## src/design/sgpa_pkg.sv

```systemverilog
// Shared constants, types and codes of the streaming graph partition assigner.
package sgpa_pkg;

  localparam int PARTS    = 8;
  localparam int VERTICES = 65536;

  localparam int PW  = $clog2(PARTS);
  localparam int NW  = $clog2(PARTS + 1);
  localparam int MW  = $clog2(PARTS + 1);
  localparam int VW  = $clog2(VERTICES);

  localparam int ID_W    = 16;
  localparam int CNT_W   = 16;
  localparam int SIZE_W  = 17;
  localparam int EDGE_W  = 32;
  localparam int ALPHA_W = 16;
  localparam int NPART_W = 4;
  localparam int CFG_W   = 16;
  localparam int PROD_W  = ALPHA_W + SIZE_W + 1;
  localparam int SCORE_W = PROD_W + 2;

  localparam int QUEUE_DEPTH = 4;
  localparam int QAW         = $clog2(QUEUE_DEPTH);

  localparam logic [1:0] REQ_NEIGHBOR = 2'd0;
  localparam logic [1:0] REQ_SEED     = 2'd1;
  localparam logic [1:0] REQ_EMPTY    = 2'd2;

  localparam logic CFG_ALPHA = 1'b0;
  localparam logic CFG_PARTS = 1'b1;

  localparam logic [ALPHA_W-1:0] ALPHA_RESET = 16'd128;
  localparam logic [NPART_W-1:0] PARTS_RESET = 4'd5;

  typedef enum logic [1:0] {
    K_NEIGHBOR,
    K_SEED,
    K_EMPTY
  } kind_e;

  typedef struct packed {
    kind_e           kind;
    logic [ID_W-1:0] vertex;
    logic            vertex_ok;
    logic [VW-1:0]   nb_addr;
    logic            nb_ok;
    logic            last;
    logic [PW-1:0]   part;
  } item_t;

endpackage

```

## src/design/sgpa_front.sv

```systemverilog
// Front end: accepts input words, classifies them and hands them to the queue.
module sgpa_front (
  input  logic                 clk_i,
  input  logic                 rst_ni,
  input  logic                 in_valid_i,
  output logic                 in_stall_o,
  input  logic [1:0]           in_req_type_i,
  input  logic [15:0]          in_vertex_id_i,
  input  logic [15:0]          in_neighbor_id_i,
  input  logic                 in_last_neighbor_i,
  input  logic [2:0]           in_seed_partition_i,
  input  logic                 clearing_i,
  input  logic                 q_full_i,
  output logic                 q_push_o,
  output sgpa_pkg::item_t      q_item_o
);
  import sgpa_pkg::*;

  logic              fv_q, fv_d;
  item_t             item_q, item_d;
  logic              accept;
  logic              keep;
  logic [VW+15:0]    nb_ext;
  logic [PW+2:0]     seed_ext;

  assign in_stall_o = clearing_i | (fv_q & q_full_i);
  assign accept     = in_valid_i & ~in_stall_o;
  assign q_push_o   = fv_q;
  assign q_item_o   = item_q;
  assign nb_ext     = {{VW{1'b0}}, in_neighbor_id_i};
  assign seed_ext   = {{PW{1'b0}}, in_seed_partition_i};

  always_comb begin
    item_d           = item_q;
    keep             = 1'b0;
    item_d.kind      = K_NEIGHBOR;
    item_d.vertex    = in_vertex_id_i;
    item_d.vertex_ok = (32'(in_vertex_id_i) < VERTICES);
    item_d.nb_addr   = nb_ext[VW-1:0];
    item_d.nb_ok     = (32'(in_neighbor_id_i) < VERTICES);
    item_d.last      = in_last_neighbor_i;
    item_d.part      = seed_ext[PW-1:0];
    case (in_req_type_i)
      REQ_NEIGHBOR: begin
        item_d.kind = K_NEIGHBOR;
        keep        = 1'b1;
      end
      REQ_SEED: begin
        item_d.kind = K_SEED;
        keep        = (32'(in_seed_partition_i) < PARTS);
      end
      REQ_EMPTY: begin
        item_d.kind = K_EMPTY;
        keep        = 1'b1;
      end
      default: keep = 1'b0;
    endcase
  end

  always_comb begin
    fv_d = fv_q;
    if (fv_q && !q_full_i) begin
      fv_d = 1'b0;
    end
    if (accept) begin
      fv_d = keep;
    end
  end

  always_ff @(posedge clk_i or negedge rst_ni) begin
    if (!rst_ni) begin
      fv_q <= 1'b0;
    end else begin
      fv_q <= fv_d;
    end
  end

  always_ff @(posedge clk_i) begin
    if (accept) begin
      item_q <= item_d;
    end
  end

endmodule

```

## config.mk

```make
export PLATFORM = sky130hd
export DESIGN_NAME = sgpa_front
export DESIGN_NICKNAME = d
export VERILOG_FILES = /design/src/design/sgpa_pkg.sv /design/src/design/sgpa_front.sv
export SDC_FILE = /design/constraint.sdc
export NUM_CORES = 1
export LEC_CHECK = 0
export BUFFER_PORTS_ARGS = -buffer_cell sky130_fd_sc_hd__buf_4
export CAP_MARGIN = 10
export CORE_MARGIN = 8
export CORE_UTILIZATION = 40
export DETAILED_ROUTE_END_ITERATION = 8
export PLACE_DENSITY = 0.77
export SYNTH_ARGS = -nofsm -noshare
export SYNTH_HDL_FRONTEND = slang
export SYNTH_SLANG_ARGS = --single-unit
```

## constraint.sdc

```tcl
create_clock -name clk_i -period 2.45 [get_ports clk_i]
set_clock_uncertainty 0.1 [all_clocks]
set_input_delay 0.49 -clock clk_i [delete_from_list [all_inputs] [get_ports clk_i]]
set_output_delay 0.49 -clock clk_i [all_outputs]
set_load 0.02 [all_outputs]
```

==> summary by stage <==
Synth
A synthesized cell averages 24.9 µm². The number of different library cells used by synthesis comes to 11. The post-synthesis instance area is 1250 µm². In the post-synthesis netlist, the biggest area contributors are sky130_fd_sc_hd__edfxtp_1, sky130_fd_sc_hd__dfrtp_1, sky130_fd_sc_hd__buf_4. During synthesis, Yosys emitted a total of 0 warnings. The count of mapped cells out of synthesis is 50.

The biggest area consumer among synthesized cells is sky130_fd_sc_hd__edfxtp_1. The flop and latch count out of synthesis is 39. The sequential element share of the synthesized area is 0.935. The share of Yosys cell area claimed by the top area cell type is 0.915.

Clock network
CTS placed an instance of sky130_fd_sc_hd__clkbuf_4 at the clock tree root. In this run the number of H-tree levels came out at 2. TritonCTS built the clock tree. The clock network latency to the later pin of the worst-skew pair is 0.34 ns.

The maximum clock path buffer count is 2. The number of hold buffers added after CTS was 1. The total clock sinks is 39. The post-cts resize count is 0. After clock tree synthesis, the clock-pin slew on the worst setup and hold paths is 0.11 ns. The total clock buffers created by CTS is 5.

In this run the post-CTS setup repair buffer count came out at 0.

Critical path
The startpoint identified for the worst register-to-register timing path is q_push_o. On the critical path the largest part of the delay comes from flip-flops. The critical path arrival is 1.11 ns.

The type of destination of the critical path is an output port. The worst register-to-register path has a setup slack of 1.16 ns. Counting both buffers and inverters, the worst setup path holds a total of 1. By startpoint and endpoint, the worst setup path is classified as reg -> out. The worst stage delay on the critical path is 0.44 ns.

The worst register-to-register path ends at q_item_o[17]. The critical-path maximum fanout is 3. Traced cell by cell, the critical path runs through nand2_1, nand2b_1, buf_4. The worst-case reg-to-reg path depth is 2. On the critical path, the stage with the largest delay is an instance of sky130_fd_sc_hd__dfrtp_1. The required time of the critical path is 1.86 ns. STA classifies the critical path startpoint as a flop.

Route
For this run, design rule violations remaining after detail routing come to 0. The detail-routed net length per standard cell is 16.3 µm. Wires add up to 2.86 mm. For this run, the detailed router's first-pass iteration total came to 2. The initial DRC count is 27. In this run the remaining antenna-violating nets after routing total 0. The total number of vias is 790. The average via count per standard cell is 4.51.

Power and ir drop
Summed over all cells, the static leakage comes to 0.864 nW. The overall power of the completed layout is 1.45 mW. In this run the power density over the cells is 717 nW/µm². The largest vdd supply drop is 0.427 mV.

STA
The maximum frequency from static timing analysis is 589 MHz. The number of endpoints with negative hold slack in the final report is 0. The post-route clock period utilization is 0.693. The number of setup violations in the final report is 0. In the final timing run, aggregate negative setup slack is 0 ns. The time the worst path needs with I/O delays and setup is 1.70 ns. The minimum setup slack in the final design is 0.752 ns. The number of pins exceeding their max-slew limit in the final report was 0. Setup repair after global routing left no endpoint under its margin.

Floorplanning
85 I/O pins were placed. The initial core utilization is 0.415. From bottom edge to top edge, the die measures 71.8 µm. The die outline width is 71.8 µm.

The die covers 5160 µm². The floorplan row count is 20. The core region is 3000 µm².

Placed design
The total instance count after detailed placement is 166. Prior to clock tree synthesis, the placed netlist has a worst setup slack of 0.851 ns. Buffers placed on the I/O ports in this run total 82. The congestion estimate from routability-driven global placement came to 0.707.

Run status
The flow ran to the end, and the final reports show no timing, DRC or antenna violations.

Hold path
The class of the most critical hold timing path is in -> reg. The cell count of the worst hold path is 1. The endpoint with the worst hold slack is q_item_o[37]. In this run the most critical hold path is launched from in_vertex_id_i[15].

Global routing
The number of global-route vias before repair is 947. The first global-routing pass estimated 4.37 mm of wire. The pin count of the biggest net entering global routing is 20. For this run, the total global-route usage over all layers was measured as 0.116.

The initial antenna violation count is 0. The total overflow left after global routing is 0.

Job
The number of max-cap violations is 0.

Finish
The number of nets in the layout is 184. From synthesis to final layout, the design area changed by 62.5%. The share of cells above drive strength 1 is 0.669. After the flow finishes, the layout carries non-filler instances totaling 175. The count of antenna diodes in the layout is 0.
## how the worst max path moves through the flow
stage	startpoint	to	slack, ns	cells past startpoint
2_1_floorplan	clearing_i	q_item_o[0]	0.26	2
6_report	q_push_o	in_stall_o	0.75	3
3_5_place_dp	clearing_i	q_item_o[16]	0.85	4
3_3_place_gp	clearing_i	q_item_o[17]	0.91	4
4_1_cts	q_push_o	in_stall_o	0.73	3
5_1_grt	q_push_o	in_stall_o	0.67	3
## cell usage after synthesis
cell                       number
sky130_fd_sc_hd__a21oi_2        1
sky130_fd_sc_hd__and2_4         1
sky130_fd_sc_hd__buf_4          2
sky130_fd_sc_hd__conb_1         1
sky130_fd_sc_hd__dfrtp_1        1
sky130_fd_sc_hd__edfxtp_1      38
sky130_fd_sc_hd__nand2_1        1
sky130_fd_sc_hd__nand2b_1       1
sky130_fd_sc_hd__nand2b_4       1
sky130_fd_sc_hd__nor2b_1        2
sky130_fd_sc_hd__o21ai_2        1
## layout by cell type, fill, tap and decap left out
| cell | count |
|---|---|
| sky130_fd_sc_hd__o21ai_2 | 1 |
| sky130_fd_sc_hd__nand2b_4 | 1 |
| sky130_fd_sc_hd__buf_4 | 84 |
| sky130_fd_sc_hd__clkbuf_1 | 1 |
| sky130_fd_sc_hd__nor2b_1 | 2 |
| sky130_fd_sc_hd__conb_1 | 2 |
| sky130_fd_sc_hd__edfxtp_1 | 38 |
| sky130_fd_sc_hd__nand2_1 | 1 |
| sky130_fd_sc_hd__a21oi_4 | 1 |
| sky130_fd_sc_hd__nand2b_1 | 1 |
| sky130_fd_sc_hd__dfrtp_1 | 1 |
| sky130_fd_sc_hd__and2_4 | 1 |
| sky130_fd_sc_hd__clkbuf_4 | 5 |
| sky130_fd_sc_hd__dlygate4sd3_1 | 1 |
| sky130_fd_sc_hd__bufinv_16 | 2 |
## stage by stage
step	util	hold WS (ns)	cell area [µm²]
5_1_grt	0.675	0.189	2030
2_1_floorplan	-	0.0944	1250
6_report	0.675	0.218	2030
3_5_place_dp	0.638	0.166	1920
4_1_cts	0.675	0.198	2030
3_3_place_gp	0.638	0.166	1920
## registers in the layout (all words and copies together) (netlist names)
register,cells
q_item_o,38
q_push_o,1
## routing by layer
layer / part of all wire / routed length, µm / global-route usage
met1: 0.32 / 910 / 0.0951
met2: 0.49 / 1410 / 0.183
met3: 0.14 / 405 / 0.0837
met4: 0.048 / 136 / 0.0998
met5: 0 / 0 / 0
## layout make-up
class | instances | area, µm²
multi-input combinational | 10 | 77.6
clock inverter | 2 | 60.1
clock buffer | 6 | 41.3
timing repair buffer | 85 | 641
fill | 217 | 976
sequential | 39 | 1170
tap | 33 | 41.3
## kinds of logic (layout without fill, tap and decap cells)
group	Yosys count	after routing	share of synthesized area
AO/OA/AOI/OAI	2	2	0.0140
flip-flops	39	39	0.935
other	1	2	0.00301
buffers and inverters	2	93	0.0120
AND/OR/NAND/NOR	6	6	0.0361
## power by group
group | internal [mW] | switching (mW) | total (mW)
clock network | 0.318 | 0.196 | 0.515
logic | 0.0848 | 0.0786 | 0.163
registers | 0.767 | 0.00910 | 0.776
No activity file was read; power rests on OpenSTA's default activity.
