**src/design/sgpa_pkg.sv**
```systemverilog
// Shared constants, types and codes of the streaming graph partition assigner.
package sgpa_pkg;

  localparam int PARTS    = 8;
  localparam int VERTICES = 65536;

  localparam int PW  = $clog2(PARTS);
  localparam int NW  = $clog2(PARTS + 1);
  localparam int MW  = $clog2(PARTS + 1);
  localparam int VW  = $clog2(VERTICES);

  localparam int ID_W    = 16;
  localparam int CNT_W   = 16;
  localparam int SIZE_W  = 17;
  localparam int EDGE_W  = 32;
  localparam int ALPHA_W = 16;
  localparam int NPART_W = 4;
  localparam int CFG_W   = 16;
  localparam int PROD_W  = ALPHA_W + SIZE_W + 1;
  localparam int SCORE_W = PROD_W + 2;

  localparam int QUEUE_DEPTH = 4;
  localparam int QAW         = $clog2(QUEUE_DEPTH);

  localparam logic [1:0] REQ_NEIGHBOR = 2'd0;
  localparam logic [1:0] REQ_SEED     = 2'd1;
  localparam logic [1:0] REQ_EMPTY    = 2'd2;

  localparam logic CFG_ALPHA = 1'b0;
  localparam logic CFG_PARTS = 1'b1;

  localparam logic [ALPHA_W-1:0] ALPHA_RESET = 16'd128;
  localparam logic [NPART_W-1:0] PARTS_RESET = 4'd5;

  typedef enum logic [1:0] {
    K_NEIGHBOR,
    K_SEED,
    K_EMPTY
  } kind_e;

  typedef struct packed {
    kind_e           kind;
    logic [ID_W-1:0] vertex;
    logic            vertex_ok;
    logic [VW-1:0]   nb_addr;
    logic            nb_ok;
    logic            last;
    logic [PW-1:0]   part;
  } item_t;

endpackage

```
**src/design/sgpa_queue.sv**
```systemverilog
// Short queue of classified words between the front and back ends.
module sgpa_queue (
  input  logic            clk_i,
  input  logic            rst_ni,
  input  logic            push_i,
  input  sgpa_pkg::item_t item_i,
  output logic            full_o,
  input  logic            pop_i,
  output logic            valid_o,
  output sgpa_pkg::item_t item_o
);
  import sgpa_pkg::*;

  item_t          slot_q [QUEUE_DEPTH];
  logic [QAW-1:0] wptr_q, rptr_q;
  logic [QAW:0]   fill_q, fill_d;
  logic           do_push, do_pop;

  assign full_o  = (fill_q == (QAW+1)'(QUEUE_DEPTH));
  assign valid_o = (fill_q != '0);
  assign item_o  = slot_q[rptr_q];
  assign do_push = push_i & ~full_o;
  assign do_pop  = pop_i & valid_o;

  always_comb begin
    fill_d = fill_q;
    if (do_push && !do_pop) begin
      fill_d = fill_q + 1'b1;
    end else if (do_pop && !do_push) begin
      fill_d = fill_q - 1'b1;
    end
  end

  always_ff @(posedge clk_i or negedge rst_ni) begin
    if (!rst_ni) begin
      wptr_q <= '0;
      rptr_q <= '0;
      fill_q <= '0;
    end else begin
      fill_q <= fill_d;
      if (do_push) begin
        wptr_q <= (wptr_q == QAW'(QUEUE_DEPTH - 1)) ? '0 : wptr_q + 1'b1;
      end
      if (do_pop) begin
        rptr_q <= (rptr_q == QAW'(QUEUE_DEPTH - 1)) ? '0 : rptr_q + 1'b1;
      end
    end
  end

  always_ff @(posedge clk_i) begin
    if (do_push) begin
      slot_q[wptr_q] <= item_i;
    end
  end

endmodule

```
**config.mk**
```make
export PLATFORM = sky130hd
export DESIGN_NAME = sgpa_queue
export DESIGN_NICKNAME = d
export VERILOG_FILES = /design/src/design/sgpa_pkg.sv /design/src/design/sgpa_queue.sv
export SDC_FILE = /design/constraint.sdc
export NUM_CORES = 1
export LEC_CHECK = 0
export ABC_AREA = 1
export BUFFER_PORTS_ARGS = -buffer_cell sky130_fd_sc_hd__buf_2
export CORE_AREA = 2 2 112 114
export DETAILED_ROUTE_END_ITERATION = 8
export DIE_AREA = 0 0 114 116
export MAX_ROUTING_LAYER = met4
export PLACE_DENSITY = 0.93
export SLEW_MARGIN = 20
export SYNTH_ARGS = -nofsm -noshare
export SYNTH_HDL_FRONTEND = slang
export SYNTH_SLANG_ARGS = --single-unit
```
**constraint.sdc**
```tcl
create_clock -name clk_i -period 5.2 [get_ports clk_i]
set_clock_uncertainty 0.05 [all_clocks]
set_input_delay 1.04 -clock clk_i [delete_from_list [all_inputs] [get_ports clk_i]]
set_output_delay 1.04 -clock clk_i [all_outputs]
set_load 0.03 [all_outputs]
```
==> impl_metrics.py, run 1 <==
metrics = {
    "final_layout": {
        "fin_area_sq_um": 8140,
        "fin_nets": 660,
        "drive_above_1_share": 0.304,
        "area_growth_syn_to_layout_pct": 14.6,
        "fin_util": 0.683,
        "layoutNonFillerInstCount": 766,
        "antenna_cells": 0,
    },
    "timing": {
        "hold_viol_final": 0,
        "slew_violations": 0,
        "finalCritPeriodShare": 0.800,
        "timing.final.crit_period_ps": 4160,
        "fin_tns_setup_ps": 0,
        "setup_viol": 0,
        "setup_ws_ps": 1040,
        "rsz0062_at_grt": "no",
        "worstMarginPinSlew_ps": 979,
        "maxSlewHeadroom": 0.346,
        "fmax_mhz": 240,
    },
    "synthesis": {
        "ys_ff_latch": 167,
        "syn_avg_cell_area_sq_um": 13.5,
        "synthCells": 527,
        "syn_area_sq_um": 7100,
        "yosysUniqueCellTypes": 18,
        "synth_fp_nets": 578,
        "yosysWarnings": 0,
        "ys_seq_area_frac": 0.701,
    },
    "place": {
        "io_buffers": 85,
        "dpl.hpwl_um": 7910,
        "finalWeightedCongestion": 0.784,
        "place_area_sq_um": 7590,
        "dp_cells": 737,
        "dpl_worst_slack_ps": 1800,
    },
    "critical_path": {
        "cp.arrival_ps": 3070,
        "path_cells": "clkinv_2 -> o211ai_2 -> nand2_1 -> buf_2",
        "crit_path_max_fanout": 43,
        "startpoint_type": "flip-flop",
        "end_kind": "output port",
        "critPathSlowestCell": "clkinv_2",
        "crit_type": "flip-flop to output port",
        "slowest_delay_ps": 1020,
        "critical_path_required_ps": 4110,
    },
    "power_and_ir_drop": {
        "p_comb_frac": 0.367,
        "p_switching_mw": 1.99,
        "ir_drop_uv": 416,
        "pwr_density_cell_nw_per_um2": 623,
        "switching_share": 0.393,
        "p_leak_nw": 3.32,
        "p_seq_frac": 0.397,
        "clkPwrFrac": 0.236,
        "internal-power_mw": 3.08,
    },
    "clock_network": {
        "cts_made_buffers": 17,
        "ctsLongestPathBuffers": 2,
        "htree_num_levels": 4,
        "cts_root_buf": "clkbuf_16",
        "clk_pin_slew_ps": 60,
        "post_cts_buffers": 0,
        "numClockSinks": 167,
        "cts_hold_buffers": 0,
        "cts_tree": "done",
        "cts-resized-gates": 0,
        "clk_latency_ps": 420,
    },
    "grt": {
        "grt_pass1_wl_um": 20900,
        "grt_usage": 0.220,
        "gr-total-overflow": 0,
        "antenna_found_initial": 0,
        "grt_max_degree": 89,
        "first_global_vias": 4288,
    },
    "detailed_routing": {
        "postRouteAntennaNets": 0,
        "wl_per_cell_um": 17.2,
        "via_per_inst": 5.40,
        "totalWireLength_um": 13200,
        "first_pass_iters": 5,
        "vias": 4138,
        "drt_iter0_drc": 281,
        "drc": 0,
    },
    "status": {
        "status": "finished clean",
    },
    "die": {
        "fp.dieW_um": 114,
        "initial_core_util": 0.596,
        "die_h_um": 116,
        "coreArea_sq_um": 11900,
        "io_pins": 86,
        "rows": 40,
        "die-area_sq_um": 13200,
    },
    "worst_hold_path": {
        "hold_path.class": "input port to async pin",
    },
    "job": {
        "maxCapViolCount": 0,
    },
}
power by group through the flow:
stage	Combinational, mW	Clock [mW]	Sequential [mW]
2_1_floorplan	1.57	0	1.88
5_1_grt	2.02	1.27	2.05
6_report	1.86	1.20	2.01
4_1_cts	1.88	1.21	2.01
3_3_place_gp	1.81	0	2.01
3_5_place_dp	1.87	0	2.04
cell usage after synthesis:
cell | count | share of area
edfxtp_1 | 160 | 0.68
clkinv_1 | 1 | 0.00053
nand2_2 | 30 | 0.026
o211ai_2 | 40 | 0.070
buf_4 | 4 | 0.0042
inv_1 | 94 | 0.050
nand2_1 | 105 | 0.056
buf_2 | 13 | 0.0092
o211ai_1 | 40 | 0.042
nand3_1 | 7 | 0.0049
ha_1 | 6 | 0.011
dfrtp_1 | 7 | 0.025
nor2_1 | 6 | 0.0032
buf_6 | 10 | 0.016
nand4_1 | 1 | 0.00088
fa_1 | 1 | 0.0028
o21ai_0 | 1 | 0.00070
xnor2_1 | 1 | 0.0012
sequential cells by signal, indices dropped and copies added (netlist names):
signal and cells:
wptr_q 2, fill_q 3, slot_q 160, rptr_q 2
final cells by class:
cell class	instances	area, sq um
Tap cell	147	184
Clock buffer	23	448
Fill cell	775	3770
Multi-Input combinational cell	238	1590
Timing Repair Buffer	90	475
Clock inverter	6	103
Inverter	95	358
Sequential cell	167	4980
metal layers:
metal / routed length (um) / up-vias / GRT usage
li1: - / 1975 / -
met1: 5070 / 1999 / 0.238
met2: 7060 / 146 / 0.383
met3: 867 / 18 / 0.0706
met4: 176 / 0 / 0.0772
met5: 0 / - / -
critical path, delay by kind of cell (launching register included):
family                 cells  cell delay (ps)
AOI/OAI and AO/OA          1              320
buffers and inverters      2             1220
DFF                        1              950
and+or+nand+nor            1              140
placed cells by master, fill, tap and decap left out:
cell	synthesis	routed
nand2_2	30	30
nor2_4	0	4
inv_1	94	94
dfrtp_4	0	1
buf_12	0	1
nand2_1	105	105
edfxtp_1	160	160
nand4_1	1	1
buf_4	4	4
clkinv_2	0	2
o211ai_1	40	40
clkbuf_16	0	17
nor2_1	6	2
o21ai_0	1	1
fa_1	1	1
bufinv_16	0	3
dfrtp_2	0	1
clkinv_1	1	2
nand3_1	7	7
o211ai_2	40	40
dfrtp_1	7	5
clkbuf_1	0	6
ha_1	6	6
xnor2_1	1	1
buf_2	13	85
through the flow:
stage                     power, mW  hold WS, ps
after floorplan                3.45          413
after global placement         3.82          428
after detailed placement       3.90          488
after CTS                      5.11          380
after global routing           5.33          385
final                          5.07          393
path summary, 6_finish.rpt:
kind	slack, ps	endpoint	startpoint	cells after the start
hold / removal	390	rptr_q[1]	rst_ni	1
hold reg to reg	500	fill_q[2]	fill_q[2]	2
setup / recovery	1040	item_o[19]	rptr_q[1]	4
setup reg to reg	2620	slot_q[1][1]	fill_q[0]	5
min in group clk_i	500	fill_q[2]	fill_q[2]	2
max in group asynchronous	4530	rptr_q[0]	rst_ni	1
kinds of logic after synthesis:
| family | after synthesis | share of synthesized area |
|---|---|---|
| compound gates | 81 | 0.113 |
| xor+xnor | 1 | 0.00123 |
| fa+ha+maj | 7 | 0.0134 |
| buf+inv | 122 | 0.0795 |
| flops | 167 | 0.701 |
| simple gates | 149 | 0.0909 |
Power figures use the tool's default switching activity.
==> inputs of run 2 (changes only) <==
--- a/config.mk
+++ b/config.mk
@@ -5,13 +5,13 @@
 export SDC_FILE = /design/constraint.sdc
 export NUM_CORES = 1
 export LEC_CHECK = 0
-export ABC_AREA = 1
+export ABC_AREA = 0
 export BUFFER_PORTS_ARGS = -buffer_cell sky130_fd_sc_hd__buf_2
-export CORE_AREA = 2 2 112 114
+export CORE_AREA = 2 2 108 110
 export DETAILED_ROUTE_END_ITERATION = 8
-export DIE_AREA = 0 0 114 116
+export DIE_AREA = 0 0 110 112
 export MAX_ROUTING_LAYER = met4
-export PLACE_DENSITY = 0.93
+export PLACE_DENSITY = 0.9
 export SLEW_MARGIN = 20
 export SYNTH_ARGS = -nofsm -noshare
 export SYNTH_HDL_FRONTEND = slang
==> constraint.sdc (replaced) <==
create_clock -name clk_i -period 4 [get_ports clk_i]
set_clock_uncertainty 0.05 [all_clocks]
set_input_delay 0.8 -clock clk_i [delete_from_list [all_inputs] [get_ports clk_i]]
set_output_delay 0.8 -clock clk_i [all_outputs]
set_load 0.03 [all_outputs]
==> impl_metrics.py, run 2 <==
metrics = {
    "status": {
        "status": "finished clean",
    },
    "critical_path": {
        "path_buf_inv": 1,
        "end_kind": "output port",
        "critical_path_required_ps": 3150,
        "cp.arrival_ps": 2270,
        "critPathSlowestCell": "dfrtp_4",
        "path_cells": "mux4_1 -> buf_2",
        "startpoint_type": "flip-flop",
        "critPathTopFamily": "flip-flops",
        "crit_type": "flip-flop to output port",
        "crit_path_max_fanout": 43,
        "slowest_delay_ps": 980,
    },
    "synthesis": {
        "syn_avg_cell_area_sq_um": 25.4,
        "synthArstFlopShare": 0.0419,
        "ys_ff_latch": 167,
        "synth_area_leader_cell": "edfxtp_1",
        "synth_fp_nets": 298,
        "synth.most_common_cell": "edfxtp_1",
        "ys_seq_area_frac": 0.793,
        "ys.flop_type": "edfxtp_1",
        "synth_common_cells": "edfxtp_1 (160), mux4_2 (38), dfrtp_1 (7), ha_1 (6), mux2_2 (5)",
        "synth_top_area_frac": 0.765,
        "synth_edf_count": 160,
        "yosysUniqueCellTypes": 21,
        "yosysWarnings": 0,
        "synthCells": 247,
        "syn_area_sq_um": 6280,
        "yosys-top-cells-area": "edfxtp_1 (77%), mux4_2 (14%), dfrtp_1 (2.8%), buf_12 (1.3%), ha_1 (1.2%)",
    },
    "timing": {
        "hold_viol_final": 0,
        "rsz0062_at_grt": "no",
        "setup_viol": 0,
        "fmax_mhz": 321,
        "worstMarginPinSlew_ps": 1070,
        "worst_hold_slack_ps": 160,
        "slew_violations": 0,
        "maxSlewHeadroom": 0.290,
        "timing.final.crit_period_ps": 3120,
        "finalCritPeriodShare": 0.779,
        "fin_tns_setup_ps": 0,
    },
    "final_layout": {
        "drive_above_1_share": 0.469,
        "fin_area_sq_um": 7460,
        "largestRegisters": "slot_q x160, fill_q x3",
        "area_growth_syn_to_layout_pct": 18.8,
        "final_cell_mix": "edfxtp_1 (160), buf_2 (85), mux4_2 (38), clkbuf_16 (17), ha_1 (6)",
        "regArea_sq_um": 4980,
        "fin_nets": 394,
        "nFillCells": 716,
        "final_common_cell": "edfxtp_1",
        "fin_util": 0.667,
        "layoutNonFillerInstCount": 500,
        "multiInputGateArea_sq_um": 1190,
        "top_register": "slot_q",
        "largest_reg_flops": 160,
    },
    "clock_network": {
        "cts-resized-gates": 0,
        "ctsLongestPathBuffers": 2,
        "clk_pin_slew_ps": 60,
        "clk_latency_ps": 420,
        "cts_tree": "done",
        "cts_root_buf": "clkbuf_16",
        "cts_hold_buffers": 0,
        "cts_made_buffers": 17,
        "numClockSinks": 167,
        "post_cts_buffers": 0,
        "htree_num_levels": 4,
    },
    "grt": {
        "antenna_found_initial": 1,
        "grt_pass1_wl_um": 15500,
        "gr-total-overflow": 0,
        "first_global_vias": 2971,
        "grt_max_degree": 44,
        "grt_usage": 0.188,
    },
    "die": {
        "io_pins": 86,
        "die-area_sq_um": 12300,
        "die_h_um": 112,
        "coreArea_sq_um": 11200,
        "rows": 39,
        "initial_core_util": 0.562,
        "fp.dieW_um": 110,
    },
    "place": {
        "io_buffers": 85,
        "finalWeightedCongestion": 0.696,
        "place_area_sq_um": 6790,
        "dpl.hpwl_um": 5770,
        "dp_cells": 466,
    },
    "power_and_ir_drop": {
        "pwr_density_cell_nw_per_um2": 827,
        "ir_drop_uv": 488,
        "p_leak_nw": 2.60,
    },
    "detailed_routing": {
        "drc": 0,
        "top_layer": "met4",
        "first_pass_iters": 4,
        "wl_per_cell_um": 20.4,
        "drt_iter0_drc": 171,
        "routed-wl-met2_um": 5450,
        "vias": 2778,
        "postRouteAntennaNets": 0,
        "met3_length_um": 517,
        "m1WireLength_um": 4160,
        "via_per_inst": 5.56,
        "totalWireLength_um": 10200,
    },
    "worst_hold_path": {
        "hold_path.class": "input port to async pin",
    },
    "job": {
        "maxCapViolCount": 0,
    },
}
-- run 2: final timing paths --
check	end	from	slack [ps]	depth (start not counted)
min in group clk_i	fill_q[2]	fill_q[2]	480	1
worst max-delay path	item_o[30]	rptr_q[0]	880	2
worst max register to register	slot_q[1][26]	fill_q[2]	1750	3
worst min-delay path	fill_q[1]	rst_ni	160	1
worst min register to register	fill_q[2]	fill_q[2]	480	1
max in group asynchronous	rptr_q[0]	rst_ni	3550	1
-- run 2: layout make-up --
class,instances,area share
repair buffers,87,0.0607
flip-flops and latches,167,0.668
well taps,143,0.0240
clock inverters,8,0.0228
inverters,3,0.00151
multi-input cells,67,0.159
clock buffers,24,0.0632
diodes,1,0.000336
-- run 2: cells by family after synthesis --
group	synth area share
and+or+nand+nor	0.0139
xor gates and xnor gates	0.00418
muxes	0.154
DFF	0.793
buffers and inverters	0.0201
adders and majority gates	0.0151
-- run 2: metrics by stage --
stage / setup WS [ps] / power, mW
4_1_cts: 808 / 6.24
3_5_place_dp: 1270 / 4.48
6_report: 884 / 6.17
5_1_grt: 725 / 6.43
2_1_floorplan: 970 / 4.04
3_3_place_gp: 1310 / 4.42
-- run 2: report_power, final --
| part | internal, mW | total (mW) | leakage (nW) | switching, mW |
|---|---|---|---|---|
| logic | 0.741 | 1.79 | 0.745 | 1.05 |
| clock network | 1.14 | 1.75 | 0.305 | 0.606 |
| registers | 2.32 | 2.63 | 1.55 | 0.312 |
-- run 2: layer usage --
layer	vias up	global-route usage
li1	1233	-
met1	1453	0.218
met2	81	0.297
met3	11	0.0673
met4	0	0.0759
met5	-	-
==> inputs of run 3 (changes only) <==
--- a/config.mk
+++ b/config.mk
@@ -5,13 +5,13 @@
 export SDC_FILE = /design/constraint.sdc
 export NUM_CORES = 1
 export LEC_CHECK = 0
-export ABC_AREA = 0
+export ABC_AREA = 1
 export BUFFER_PORTS_ARGS = -buffer_cell sky130_fd_sc_hd__buf_2
-export CORE_AREA = 2 2 108 110
+export CORE_AREA = 2 2 114 116
 export DETAILED_ROUTE_END_ITERATION = 8
-export DIE_AREA = 0 0 110 112
+export DIE_AREA = 0 0 116 118
 export MAX_ROUTING_LAYER = met4
-export PLACE_DENSITY = 0.9
+export PLACE_DENSITY = 0.91
 export SLEW_MARGIN = 20
 export SYNTH_ARGS = -nofsm -noshare
 export SYNTH_HDL_FRONTEND = slang
==> constraint.sdc (replaced) <==
create_clock -name clk_i -period 3.26 [get_ports clk_i]
set_clock_uncertainty 0.05 [all_clocks]
set_input_delay 0.652 -clock clk_i [delete_from_list [all_inputs] [get_ports clk_i]]
set_output_delay 0.652 -clock clk_i [all_outputs]
set_load 0.03 [all_outputs]
==> impl_metrics.py, run 3 (same netlist as run 1, synthesis figures left out) <==
metrics = {
    "status": {
        "status": "finished clean",
    },
    "final_layout": {
        "final_cell_mix": "edfxtp_1 (160), nand2_1 (105), inv_1 (94), buf_2 (85)",
        "fin_util": 0.669,
        "largest_reg_flops": 160,
        "top_register": "slot_q",
        "layoutNonFillerInstCount": 803,
        "drive_above_1_share": 0.324,
        "fin_area_sq_um": 8310,
        "fin_nets": 668,
        "nFillCells": 886,
        "final_common_cell": "edfxtp_1",
        "largestRegisters": "slot_q x160, fill_q x3",
        "area_growth_syn_to_layout_pct": 17.0,
    },
    "timing": {
        "rsz0062_at_grt": "no",
        "fmax_mhz": 337,
        "fin_tns_setup_ps": 0,
        "timing.final.crit_period_ps": 2960,
        "setup_viol": 0,
        "hold_viol_final": 0,
        "worst_hold_slack_ps": 383,
        "maxSlewHeadroom": 0.530,
        "worstMarginPinSlew_ps": 706,
        "slew_violations": 0,
        "finalCritPeriodShare": 0.909,
        "setup_ws_ps": 296,
    },
    "clock_network": {
        "htree_num_levels": 4,
        "clk_pin_slew_ps": 70,
        "ctsLongestPathBuffers": 2,
        "cts_root_buf": "clkbuf_16",
        "cts_tree": "done",
        "cts-resized-gates": 0,
        "cts_made_buffers": 17,
        "numClockSinks": 167,
        "clk_latency_ps": 440,
    },
    "grt": {
        "gr-total-overflow": 0,
        "grt_util_met3": 0.0628,
        "first_global_vias": 4524,
        "grt_max_degree": 57,
        "grt_pass1_wl_um": 22200,
        "antenna_found_initial": 1,
        "use_met2": 0.378,
        "busiest_layer": "met2",
        "grt_usage": 0.225,
        "grt_util_met1": 0.249,
    },
    "critical_path": {
        "crit_path_max_fanout": 56,
        "crit_top_cell": "nand2_1",
        "path_cells": "buf_4 -> nand2_1 -> o211ai_2 -> nand2_1 -> buf_2",
        "end_kind": "output port",
        "critical_path_required_ps": 2560,
        "critPathSlowestCell": "dfrtp_4",
        "cp.arrival_ps": 2260,
        "r2r_cells": 9,
        "startpoint_type": "flip-flop",
        "crit_type": "flip-flop to output port",
        "slowest_delay_ps": 900,
    },
    "detailed_routing": {
        "first_pass_iters": 4,
        "drc": 0,
        "drt_iter0_drc": 345,
        "vias": 4186,
        "via_per_inst": 5.21,
        "wl_per_cell_um": 17.4,
        "totalWireLength_um": 14000,
        "postRouteAntennaNets": 0,
    },
    "die": {
        "die_h_um": 118,
        "coreArea_sq_um": 12400,
        "rows": 41,
        "initial_core_util": 0.572,
        "die-area_sq_um": 13700,
        "fp.dieW_um": 116,
        "io_pins": 86,
    },
    "power_and_ir_drop": {
        "ir_drop_uv": 619,
        "p_switching_mw": 3.31,
        "clkPwrFrac": 0.243,
        "total_power_mw": 8.33,
        "p_leak_nw": 3.38,
        "p_comb_frac": 0.386,
        "internal-power_mw": 5.02,
        "switching_share": 0.398,
        "pwr_density_cell_nw_per_um2": 1000,
        "p_seq_frac": 0.371,
    },
    "place": {
        "dpl_worst_slack_ps": 794,
        "finalWeightedCongestion": 0.796,
        "io_buffers": 85,
        "place_area_sq_um": 7690,
        "dp_cells": 769,
        "dpl.hpwl_um": 8550,
    },
    "worst_hold_path": {
        "hold_path.class": "input port to flip-flop",
        "min_path_cells": 1,
    },
    "job": {
        "maxCapViolCount": 0,
    },
}
## run 3: repair_timing
item                      CTS  global route
hold endpoints to repair    7             0
hold buffers                1             0
setup buffers               0             0
## run 3: power by group through the flow
| stage | Combinational, mW | Sequential (mW) | Clock [mW] |
|---|---|---|---|
| 2_1_floorplan | 2.51 | 2.99 | 0 |
| 3_3_place_gp | 3.11 | 3.10 | 0 |
| 3_5_place_dp | 3.23 | 3.13 | 0 |
| 4_1_cts | 3.26 | 3.10 | 2.04 |
| 5_1_grt | 3.49 | 3.14 | 2.13 |
| 6_report | 3.21 | 3.09 | 2.02 |
## run 3: path summary, 6_finish.rpt
check	from	slack (ps)	to
worst max-delay path	rptr_q[0]	300	item_o[19]
worst min-delay path	item_i[13]	380	slot_q[0][13]
worst max register to register	fill_q[0]	1020	fill_q[1]
worst min register to register	fill_q[2]	470	fill_q[2]
max in group asynchronous	rst_ni	2460	rptr_q[1]
min in group asynchronous	rst_ni	520	wptr_q[1]
## run 3: area by class of cell
cell class                 instances  area [sq um]  area share
sequential                       167          4980       0.600
multi-input combinational        238          1590       0.191
timing repair buffer              98           563      0.0678
clock buffer                      20           447      0.0538
inverter                          95           357      0.0429
tap                              172           215      0.0259
clock inverter                    12           153      0.0184
antenna                            1          2.50    0.000301
## run 3: critical path, delay by kind of cell (launching register included)
kind            cells  cell delay, ps
compound gates      1              90
buf+inv             2             590
flops               1             900
simple gates        2             230
## run 3: metal layers
layer  wire length, um  up-vias  share of wire
met3               642       25          0.046
met4               303        0          0.022
met2              7600      104           0.54
li1                  -     1993              -
met1              5440     2064           0.39
met5                 0        -              0
